--- config.mk ---
export PLATFORM = sky130hd
export DESIGN_NAME = quadrature_servo_pd_axis
export DESIGN_NICKNAME = d
export VERILOG_FILES = /design/src/hw/rtl/qspd_pkg.sv /design/src/hw/rtl/quadrature_servo_pd_axis.sv
export SDC_FILE = /design/constraint.sdc
export NUM_CORES = 2
export LEC_CHECK = 0
export CELL_PAD_IN_SITES_DETAIL_PLACEMENT = 1
export CELL_PAD_IN_SITES_GLOBAL_PLACEMENT = 1
export CORE_ASPECT_RATIO = 0.6
export CORE_UTILIZATION = 53
export DETAILED_ROUTE_END_ITERATION = 6
export DONT_BUFFER_PORTS = 1
export GPL_ROUTABILITY_DRIVEN = 0
export PLACE_DENSITY = 0.81
export REMOVE_ABC_BUFFERS = 1
export SYNTH_ARGS = -nofsm -noshare
export SYNTH_HDL_FRONTEND = slang
export SYNTH_SLANG_ARGS = --single-unit
--- constraint.sdc ---
create_clock -name i_clk -period 9.34 [get_ports i_clk]
set_clock_uncertainty 0.15 [all_clocks]
set_input_delay 1.868 -clock i_clk [delete_from_list [all_inputs] [get_ports i_clk]]
set_output_delay 1.868 -clock i_clk [all_outputs]
set_load 0.005 [all_outputs]
--- src/hw/rtl/qspd_pkg.sv ---
`timescale 1ns / 1ps

package qspd_pkg;

    typedef enum logic [1:0] {
        FUNC_SAMPLE = 2'd0,
        FUNC_TICK   = 2'd1,
        FUNC_INIT   = 2'd2,
        FUNC_NONE   = 2'd3
    } t_func;

    typedef logic [2:0] t_step;

    localparam t_step STEP_ZERO = 3'b000;
    localparam t_step STEP_P1   = 3'b001;
    localparam t_step STEP_P2   = 3'b010;
    localparam t_step STEP_ERR  = 3'b011;
    localparam t_step STEP_M2   = 3'b110;
    localparam t_step STEP_M1   = 3'b111;

    // Indexed by {older pins, recent pins, new pins}.
    localparam t_step STEP_TABLE [64] = '{
        STEP_ZERO, STEP_P1,   STEP_M1,   STEP_ERR,
        STEP_M1,   STEP_ZERO, STEP_P2,   STEP_P1,
        STEP_P1,   STEP_M2,   STEP_ZERO, STEP_M1,
        STEP_ERR,  STEP_M1,   STEP_P1,   STEP_ZERO,
        STEP_ZERO, STEP_P1,   STEP_M1,   STEP_M2,
        STEP_M1,   STEP_ZERO, STEP_ERR,  STEP_P1,
        STEP_P1,   STEP_ERR,  STEP_ZERO, STEP_M1,
        STEP_P2,   STEP_M1,   STEP_P1,   STEP_ZERO,
        STEP_ZERO, STEP_P1,   STEP_M1,   STEP_P2,
        STEP_M1,   STEP_ZERO, STEP_ERR,  STEP_P1,
        STEP_P1,   STEP_ERR,  STEP_ZERO, STEP_M1,
        STEP_M2,   STEP_M1,   STEP_P1,   STEP_ZERO,
        STEP_ZERO, STEP_P1,   STEP_M1,   STEP_ERR,
        STEP_M1,   STEP_ZERO, STEP_M2,   STEP_P1,
        STEP_P1,   STEP_P2,   STEP_ZERO, STEP_M1,
        STEP_ERR,  STEP_M1,   STEP_P1,   STEP_ZERO
    };

    localparam logic [15:0] RATIO_MAX       = 16'hFFFF;
    localparam logic [15:0] PROP_GAIN_RST   = 16'd5000;
    localparam logic [15:0] DERIV_GAIN_RST  = 16'd24000;
    localparam logic        REG_PROP_GAIN   = 1'b0;
    localparam logic        REG_DERIV_GAIN  = 1'b1;

endpackage

--- src/hw/rtl/quadrature_servo_pd_axis.sv ---
`timescale 1ns / 1ps

// Two-axis quadrature encoder counter with a proportional-derivative drive. Each item
// names an axis and a function: a pin sample steps the axis position through the
// transition table, an initialize item reloads the pin history and clears the stored
// error, and a control tick returns two inverted PWM ratios from the position error.
// One item is accepted every clock while the result side does not stall; the rate is set
// by the per-axis state being read and written in a single stage, with the two gain
// multiplies and the final add and saturation in the two stages after it. Backpressure
// on the result side stalls only the stages that are full.
module quadrature_servo_pd_axis
    import qspd_pkg::*;
#(
    parameter int POS_BITS = 32
) (
    input  logic        i_clk,
    input  logic        i_rst_n,
    input  logic        s_axis_tvalid,
    output logic        s_axis_tready,
    input  logic [39:0] s_axis_tdata,   // pins[1:0], target[33:2], zero fill
    input  logic [2:0]  s_axis_tuser,   // func[1:0], axis[2]
    output logic        m_axis_tvalid,
    input  logic        m_axis_tready,
    output logic [71:0] m_axis_tdata,   // position[31:0], step[34:32], drive_first[50:35],
                                        // drive_second[66:51], zero fill
    output logic [1:0]  m_axis_tuser,   // illegal[0], drive_valid[1]
    input  logic        psel,
    input  logic        penable,
    input  logic        pwrite,
    input  logic [2:0]  paddr,
    input  logic [31:0] pwdata,
    output logic [31:0] prdata,
    output logic        pready
);

    logic [15:0] r_prop_gain;
    logic [15:0] r_deriv_gain;

    logic [1:0]          r_older  [2];
    logic [1:0]          r_recent [2];
    logic [POS_BITS-1:0] r_count  [2];
    logic [31:0]         r_prior  [2];

    logic r_v1, r_v2, r_v3, r_v4;
    logic rdy1, rdy2, rdy3, rdy4;

    t_func              r_s1_func;
    logic               r_s1_axis;
    logic [1:0]         r_s1_pins;
    logic [31:0]        r_s1_target;

    logic               r_s2_tick;
    logic [31:0]        r_s2_pos;
    t_step              r_s2_step;
    logic               r_s2_illegal;
    logic signed [31:0] r_s2_err;
    logic signed [32:0] r_s2_diff;

    logic               r_s3_tick;
    logic [31:0]        r_s3_pos;
    t_step              r_s3_step;
    logic               r_s3_illegal;
    logic signed [48:0] r_s3_prod_p;
    logic signed [49:0] r_s3_prod_d;

    logic        r_s4_drive_valid;
    logic        r_s4_illegal;
    logic [31:0] r_s4_pos;
    t_step       r_s4_step;
    logic [15:0] r_s4_first;
    logic [15:0] r_s4_second;

    logic                cfg_wr;
    logic                upd;
    logic [5:0]          idx;
    t_step               code;
    logic                is_err;
    logic [POS_BITS-1:0] cnt_cur;
    logic [POS_BITS-1:0] cnt_new;
    logic [1:0]          n_older;
    logic [1:0]          n_recent;
    logic [POS_BITS-1:0] n_count;
    logic [31:0]         n_prior;
    logic [31:0]         pos_cur;
    logic [31:0]         err_u;
    logic [31:0]         n_s2_pos;
    t_step               n_s2_step;
    logic                n_s2_illegal;
    logic signed [50:0]  drive;
    logic                drive_pos;
    logic [15:0]         n_first;
    logic [15:0]         n_second;

    // Configuration port.
    assign pready = 1'b1;
    assign cfg_wr = psel && penable && pwrite && pready;
    assign prdata = (paddr[2] == REG_DERIV_GAIN) ? {16'd0, r_deriv_gain}
                                                 : {16'd0, r_prop_gain};

    always_ff @(posedge i_clk) begin
        if (!i_rst_n) begin
            r_prop_gain  <= PROP_GAIN_RST;
            r_deriv_gain <= DERIV_GAIN_RST;
        end else if (cfg_wr) begin
            unique case (paddr[2])
                REG_PROP_GAIN:  r_prop_gain  <= pwdata[15:0];
                REG_DERIV_GAIN: r_deriv_gain <= pwdata[15:0];
                default:        r_prop_gain  <= r_prop_gain;
            endcase
        end
    end

    // Stage handshake: a stage takes a new item when it is empty or its successor moves.
    assign rdy4 = !r_v4 || m_axis_tready;
    assign rdy3 = !r_v3 || rdy4;
    assign rdy2 = !r_v2 || rdy3;
    assign rdy1 = !r_v1 || rdy2;
    assign s_axis_tready = rdy1;

    always_ff @(posedge i_clk) begin
        if (!i_rst_n) begin
            r_v1 <= 1'b0;
            r_v2 <= 1'b0;
            r_v3 <= 1'b0;
            r_v4 <= 1'b0;
        end else begin
            if (rdy1) r_v1 <= s_axis_tvalid;
            if (rdy2) r_v2 <= r_v1;
            if (rdy3) r_v3 <= r_v2;
            if (rdy4) r_v4 <= r_v3;
        end
    end

    // Stage 1: input register.
    always_ff @(posedge i_clk) begin
        if (rdy1) begin
            r_s1_func   <= t_func'(s_axis_tuser[1:0]);
            r_s1_axis   <= s_axis_tuser[2];
            r_s1_pins   <= s_axis_tdata[1:0];
            r_s1_target <= s_axis_tdata[33:2];
        end
    end

    // Stage 2: per-axis state read and update.
    assign upd     = r_v1 && rdy2;
    assign idx     = {r_older[r_s1_axis], r_recent[r_s1_axis], r_s1_pins};
    assign code    = STEP_TABLE[idx];
    assign is_err  = (code == STEP_ERR);
    assign cnt_cur = r_count[r_s1_axis];
    assign cnt_new = cnt_cur + POS_BITS'($signed(code));
    assign pos_cur = 32'($signed(cnt_cur));
    assign err_u   = r_s1_target - pos_cur;

    always_comb begin
        n_older      = r_older[r_s1_axis];
        n_recent     = r_recent[r_s1_axis];
        n_count      = cnt_cur;
        n_prior      = r_prior[r_s1_axis];
        n_s2_step    = STEP_ZERO;
        n_s2_illegal = 1'b0;
        unique case (r_s1_func)
            FUNC_SAMPLE: begin
                n_older  = r_recent[r_s1_axis];
                n_recent = r_s1_pins;
                if (is_err) begin
                    n_s2_illegal = 1'b1;
                end else begin
                    n_count   = cnt_new;
                    n_s2_step = code;
                end
            end
            FUNC_TICK: begin
                n_prior = err_u;
            end
            FUNC_INIT: begin
                n_older  = r_s1_pins;
                n_recent = r_s1_pins;
                n_prior  = 32'd0;
            end
            FUNC_NONE: begin
                n_prior = r_prior[r_s1_axis];
            end
            default: begin
                n_prior = r_prior[r_s1_axis];
            end
        endcase
        n_s2_pos = 32'($signed(n_count));
    end

    always_ff @(posedge i_clk) begin
        if (!i_rst_n) begin
            for (int a = 0; a < 2; a++) begin
                r_older[a]  <= 2'd0;
                r_recent[a] <= 2'd0;
                r_count[a]  <= '0;
                r_prior[a]  <= 32'd0;
            end
        end else if (upd) begin
            r_older[r_s1_axis]  <= n_older;
            r_recent[r_s1_axis] <= n_recent;
            r_count[r_s1_axis]  <= n_count;
            r_prior[r_s1_axis]  <= n_prior;
        end
    end

    always_ff @(posedge i_clk) begin
        if (rdy2) begin
            r_s2_tick    <= (r_s1_func == FUNC_TICK);
            r_s2_pos     <= n_s2_pos;
            r_s2_step    <= n_s2_step;
            r_s2_illegal <= n_s2_illegal;
            r_s2_err     <= $signed(err_u);
            r_s2_diff    <= 33'($signed(err_u)) - 33'($signed(r_prior[r_s1_axis]));
        end
    end

    // Stage 3: gain multiplies.
    always_ff @(posedge i_clk) begin
        if (rdy3) begin
            r_s3_tick    <= r_s2_tick;
            r_s3_pos     <= r_s2_pos;
            r_s3_step    <= r_s2_step;
            r_s3_illegal <= r_s2_illegal;
            r_s3_prod_p  <= 49'($signed({1'b0, r_prop_gain})) * 49'(r_s2_err);
            r_s3_prod_d  <= 50'($signed({1'b0, r_deriv_gain})) * 50'(r_s2_diff);
        end
    end

    // Stage 4: sum, saturate to the two ratios, output register.
    assign drive     = 51'(r_s3_prod_p) + 51'(r_s3_prod_d);
    assign drive_pos = (drive > 51'sd0);

    always_comb begin
        n_first  = 16'd0;
        n_second = 16'd0;
        if (r_s3_tick) begin
            if (drive_pos) begin
                n_first  = (drive > 51'sd65535) ? 16'd0 : RATIO_MAX - drive[15:0];
                n_second = RATIO_MAX;
            end else begin
                n_first  = RATIO_MAX;
                n_second = (drive < -51'sd65535) ? 16'd0 : RATIO_MAX + drive[15:0];
            end
        end
    end

    always_ff @(posedge i_clk) begin
        if (rdy4) begin
            r_s4_drive_valid <= r_s3_tick;
            r_s4_illegal     <= r_s3_illegal;
            r_s4_pos         <= r_s3_pos;
            r_s4_step        <= r_s3_step;
            r_s4_first       <= n_first;
            r_s4_second      <= n_second;
        end
    end

    assign m_axis_tvalid = r_v4;
    assign m_axis_tdata  = {5'd0, r_s4_second, r_s4_first, r_s4_step, r_s4_pos};
    assign m_axis_tuser  = {r_s4_drive_valid, r_s4_illegal};

endmodule
* Word level (Yosys, flattened, before mapping)
Memories as Yosys holds them, arrays and structs flattened. A register that Yosys moved wholly into a read port is not among the register bits.
Cells that the tools add are included.
W data, S select, Z words.
** Word-level totals
- Register bits :: 380
- Memory bits (writable) :: 136
- Bits in read-only memories :: 192
- Input bits :: 85
- Memories kept :: 5
** Memory list
- (no name shown) :: words 64, width 3, read ports 1, clocked after memory_dff 0, wr ports 0, RTL line quadrature_servo_pd_axis.sv:147 : assign code = STEP_TABLE[idx];
- r_count :: words 2, width 32, read ports 1, clocked after memory_dff 1, wr ports 2, RTL line quadrature_servo_pd_axis.sv:41 : logic [POS_BITS-1:0] r_count [2];
- r_prior :: words 2, width 32, read ports 1, clocked after memory_dff 1, wr ports 2, RTL line quadrature_servo_pd_axis.sv:42 : logic [31:0] r_prior [2];
- r_older :: words 2, width 2, read ports 1, clocked after memory_dff 1, wr ports 2, RTL line quadrature_servo_pd_axis.sv:39 : logic [1:0] r_older [2];
- r_recent :: words 2, width 2, read ports 1, clocked after memory_dff 1, wr ports 2, RTL line quadrature_servo_pd_axis.sv:40 : logic [1:0] r_recent [2];
** Cells by class
- Add/subtract/negate cells :: 6
- $mul :: 2
- Order comparisons :: 4
- Equality and inequality tests :: 3
- Multiplexer cells :: 33
- Bitwise operators :: 3
- Reductions and logical operators :: 20
** Operators by type and width (count)
- $mux W32 :: 4
- $mux W16 :: 5
- $pmux W32 S2 :: 1
- $reduce_or A32 Y1 :: 2
- $add A49 B50 Y51 :: 1
- $gt A51 B1 Y1 const B :: 1
- $gt A51 B17 Y1 const B :: 1
- $lt A51 B17 Y1 const B :: 1
- $mul A17 B33 Y50 :: 1
- $mul A17 B32 Y49 :: 1
- $sub A32 B32 Y33 :: 1
- $add A32 B32 Y32 :: 1
- $sub A32 B32 Y32 :: 1
- $mux W1 :: 17
- $add A16 B16 Y16 const A :: 1
- $sub A16 B16 Y16 const A :: 1
- $reduce_or A2 Y1 :: 4
- $ge A7 B7 Y1 const B :: 1
- $not A6 Y7 :: 1
- $mux W2 :: 3
- $mux W3 :: 2
- $logic_not A1 Y1 :: 4
- $logic_or A1 B1 Y1 :: 4
- $pmux W2 S2 :: 1
- other kinds (7) :: 11

* Depth between registers and ports, before layout
- Depth in word-level cells :: 10
- Mapped depth :: 31
- Gate-level depth less buffers :: 28

* Worst setup path before layout
Ideal clock, no wire load.
- Path kind :: reg2reg
- Start :: register r_deriv_gain[2]
- End :: register r_s3_prod_d[48] (data pin)
- Library setup time :: 0.258 ns
- Arrival time :: 6.921 ns
- Data required time :: 8.932 ns
- Setup slack :: 2.012 ns
- Cell stages (with the launch flop) :: 27
- Buffers on the path :: 2
- Period minus slack after synthesis :: 7.328 ns
- Cell sequence :: dfxtp_1 clkbuf_1 clkbuf_1 nand2_1 fa_1 fa_1 fa_1 fa_1 inv_1 fa_1 inv_1 fa_1 inv_1 ha_1 a21o_1 a21o_1 a21oi_1 o211ai_1 a221o_1 a211oi_1 nor3_1 o21ai_0 a31oi_1 a211o_1 a221o_1 a21oi_1 xnor2_1
** Between the ends
- Cells in the longest elaborated chain, start to end :: 1
** RTL lines
- from (decl) :: RTL line quadrature_servo_pd_axis.sv:37 : logic [15:0] r_deriv_gain;
- from (signal assigned) :: RTL line quadrature_servo_pd_axis.sv:107 : REG_DERIV_GAIN: r_deriv_gain <= pwdata[15:0];
- $mul A17 B33 Y50 :: RTL line quadrature_servo_pd_axis.sv:225 : r_s3_prod_d <= 50'($signed({1'b0, r_deriv_gain})) * 50'(r_s2_diff);
- to (signal assigned) :: RTL line quadrature_servo_pd_axis.sv:225
- to (decl) :: RTL line quadrature_servo_pd_axis.sv:64 : logic signed [49:0] r_s3_prod_d;
Every way passes these cells.
A chain may end at the register's enable or synchronous reset.

* Worst setup path after layout
- Start :: register r_prop_gain[3]
- End :: register r_s3_prod_p[47] (data pin)
** Between the ends
- Cells in the longest elaborated chain, start to end :: 1
** RTL lines
- from (decl) :: RTL line quadrature_servo_pd_axis.sv:36 : logic [15:0] r_prop_gain;
- from (signal assigned) :: RTL line quadrature_servo_pd_axis.sv:106 : REG_PROP_GAIN: r_prop_gain <= pwdata[15:0];
- from (signal assigned) :: RTL line quadrature_servo_pd_axis.sv:108 : default: r_prop_gain <= r_prop_gain;
- $mul A17 B32 Y49 :: RTL line quadrature_servo_pd_axis.sv:224 : r_s3_prod_p <= 49'($signed({1'b0, r_prop_gain})) * 49'(r_s2_err);
- to (signal assigned) :: RTL line quadrature_servo_pd_axis.sv:224
- to (decl) :: RTL line quadrature_servo_pd_axis.sv:63 : logic signed [48:0] r_s3_prod_p;
Every way passes these cells.

==> results.md <==
- Final WL: slightly below 200000 um
- Die width: ~450 um
- Row count: between 90 and 100
- Post-CTS setup buffer count: 0
- Initial core utilization: 0.535
- Synth Warn #: 0
- Grt ovf: 0
- Remaining DRCs: 0
- Outcome: finished clean
- Die Span Y: 268 um
- Critical path endpoint category: register
- # port buffers: 0
- WP data arrival: approximately 8.9 ns
- Clk sinks: around 520
- Setup total negative slack: 0 ns
- Period minus WS final: between 8 and 9 ns
- Top Family by Delay on Critical Path: adder cells
- Final worst-path cycle share: 0.926
- CTS H-tree depth: 2
- Antenna violations before repair: 15
- Hold-fix buffers, CTS: 0
- FILL cells: 13000
- Initial drt markers: approximately 3900
- Cell variety after synth: 83
- HPWL after DPL: about 160000 um
- Flop and latch count out of synthesis: 517
- CP max stage cell: dfxtp_1
- HP Start: r_s3_pos[12]
- Slew Viols, Final: 0
- Routed Antenna Nets: 0
- Commonest non-fill, non-tap cell in the layout: inv_1
- Clk pin slew, worst setup/hold paths: 0.07 ns
- Tightest Hold Check Type: reg2reg
- TritonCTS buffer count: between 50 and 60
- Cell count after synthesis: approximately 6400
- Required time of the worst setup path: ~9.6 ns
- Most frequent cells in the layout: 1289 x inv_1, 996 x fa_1, 855 x nand2_1
- Max Fclk: about 0.12 GHz
- Top FF cell, synth: edfxtp_1
- Via count of the routed design: roughly 46000
- Crit Path Max Fanout: 16
- Post_cts resized: 0
- Crit. Startpoint: r_prop_gain[3]
- I/O Pins: 194
- DR vias/cell: 5.77
- Critical path's most frequent cell: fa_1
- Nets: about 8000
- CTS tree: built
- Root buffer selected by CTS: clkbuf_16
- Max-slew headroom: 0.172
- Sequential share of the synthesized area: 0.242
- Post-Syn Area per Cell: 9.72 sq um
- CP Launch Type: register
- Vias in the first global route: a little over 50000
- Synthesized cell area: ~0.063 sq mm
- Per-cell routed wire length: about 25 um
- Setup violators final: 0
- Maximum clock insertion buffer count: 3
- Async set-reset flop share out of synthesis: 0
- Global-route wire length before repair: between 300000 and 400000 um
- CP Class: reg2reg
- Slowest stage delay, CP: ~0.8 ns
- Final hold violations: 0
- Crit Reg-Reg Startpoint: r_prop_gain[3]
- Core area: about 0.12 sq mm
- Die ar.: approximately 0.12 sq mm
- DRT Pass-1 Iters: 5
- Post-Route Utilization: 0.565
- Max_cap viols: 0
- Buffers & Inverters on Critical Path: 6
- Layout cell share with drive strength beyond 1: 0.0415
- Synthesis-to-finish area growth: 5.50%
- Number of flops mapped to enable cells by yosys: 480
- Worst-Margin Slew: about 1.2 ns
- Skew-Pair Late Insertion Delay: between 0.6 and 0.7 ns
- RSZ-0062 raised after global routing: false
- Largest net degree at the start of global routing: slightly above 70
- Total Routing Usage GR: 0.337
through the flow:
| stage | cell area [sq um] | hold WS [ns] | setup slack, ns | std cells |
|---|---|---|---|---|
| 2_1_floorplan | 61500 | 0.250 | 0.0866 | 6174 |
| 3_3_place_gp | 64300 | 0.252 | 1.12 | 7858 |
| 3_5_place_dp | 64300 | 0.255 | 0.942 | 7858 |
| 4_1_cts | 66000 | 0.268 | 0.915 | 7950 |
| 5_1_grt | 66000 | 0.271 | 0.466 | 7950 |
| 6_report | 66000 | 0.265 | 0.696 | 7952 |
sequential cells by signal (all words and copies together) (netlist names), 32 cells and up, named ones only:
name / count
r_s4_pos: 32
r_s2_pos: 32
r_s2_err: 32
r_s1_target: 32
r_s2_diff: 33
r_count: 64
r_s3_prod_p: 49
r_s3_pos: 32
r_prior: 64
r_s3_prod_d: 50
layer usage:
layer  vias to the layer above  GRT usage  share of wire
met5                         -          0        0.00082
met3                       339     0.0896           0.10
met4                        20     0.0869          0.029
li1                      19819          -              -
met1                     23729      0.473           0.43
met2                      1974      0.519           0.44
Yosys cell counts, drive strengths merged (7+ instances only):
cell type  instances  area share
o211ai             9      0.0011
or3               10      0.0010
and3              31      0.0031
nor3              38      0.0030
a2111oi            8      0.0011
a211o              7      0.0010
a31oi             24      0.0025
nand2            859       0.052
xnor2            157       0.022
mux2i             69       0.011
nand3             59      0.0047
a211oi            17      0.0020
o31ai             12      0.0014
o21a              36      0.0043
buf               39      0.0043
fa               996        0.32
a21oi            243       0.020
nor2             337       0.020
dfxtp             37       0.012
a41oi              8      0.0012
a311oi             8      0.0012
nand2b            26      0.0026
inv             1291       0.077
o21bai            32      0.0038
nor2b             44      0.0044
and2             401       0.040
o21ai            156       0.013
clkbuf           242       0.015
edfxtp           480        0.23
xor2              73       0.010
a21o             109       0.013
nor4              13      0.0013
ha               389       0.078
mux2              25      0.0045
a21boi            34      0.0041
nand4             33      0.0033
worst paths after layout:
| kind | slack, ns | depth (start not counted) | end |
|---|---|---|---|
| worst max-delay path | 0.70 | 27 | r_s3_prod_p[47] |
| worst min-delay path | 0.26 | 0 | r_s4_pos[12] |
| worst max register to register | 0.70 | 27 | r_s3_prod_p[47] |
| worst min register to register | 0.26 | 0 | r_s4_pos[12] |
cells by family after synthesis:
family | synth area share
AND/OR/NAND/NOR | 0.139
buffers and inverters | 0.0963
adder cells (fa/ha/maj) | 0.396
AO/OA/AOI/OAI | 0.0782
flip-flops | 0.242
XOR/XNOR | 0.0322
multiplexers | 0.0155
other | 0.000120
final cells by class:
type | instances | area, sq um | share of cell area
flip-flops and latches | 517 | 15200 | 0.230
inverters | 1291 | 4850 | 0.0735
repair buffers | 100 | 763 | 0.0116
clock inverters | 23 | 273 | 0.00413
multi-input cells | 4366 | 41500 | 0.629
well taps | 1584 | 1980 | 0.0300
diodes | 2 | 5.00 | 0.0000758
clock buffers | 69 | 1470 | 0.0222
Power is not shown: default switching activity piles up to over one toggle a cycle in this logic, so the estimate is an artifact.
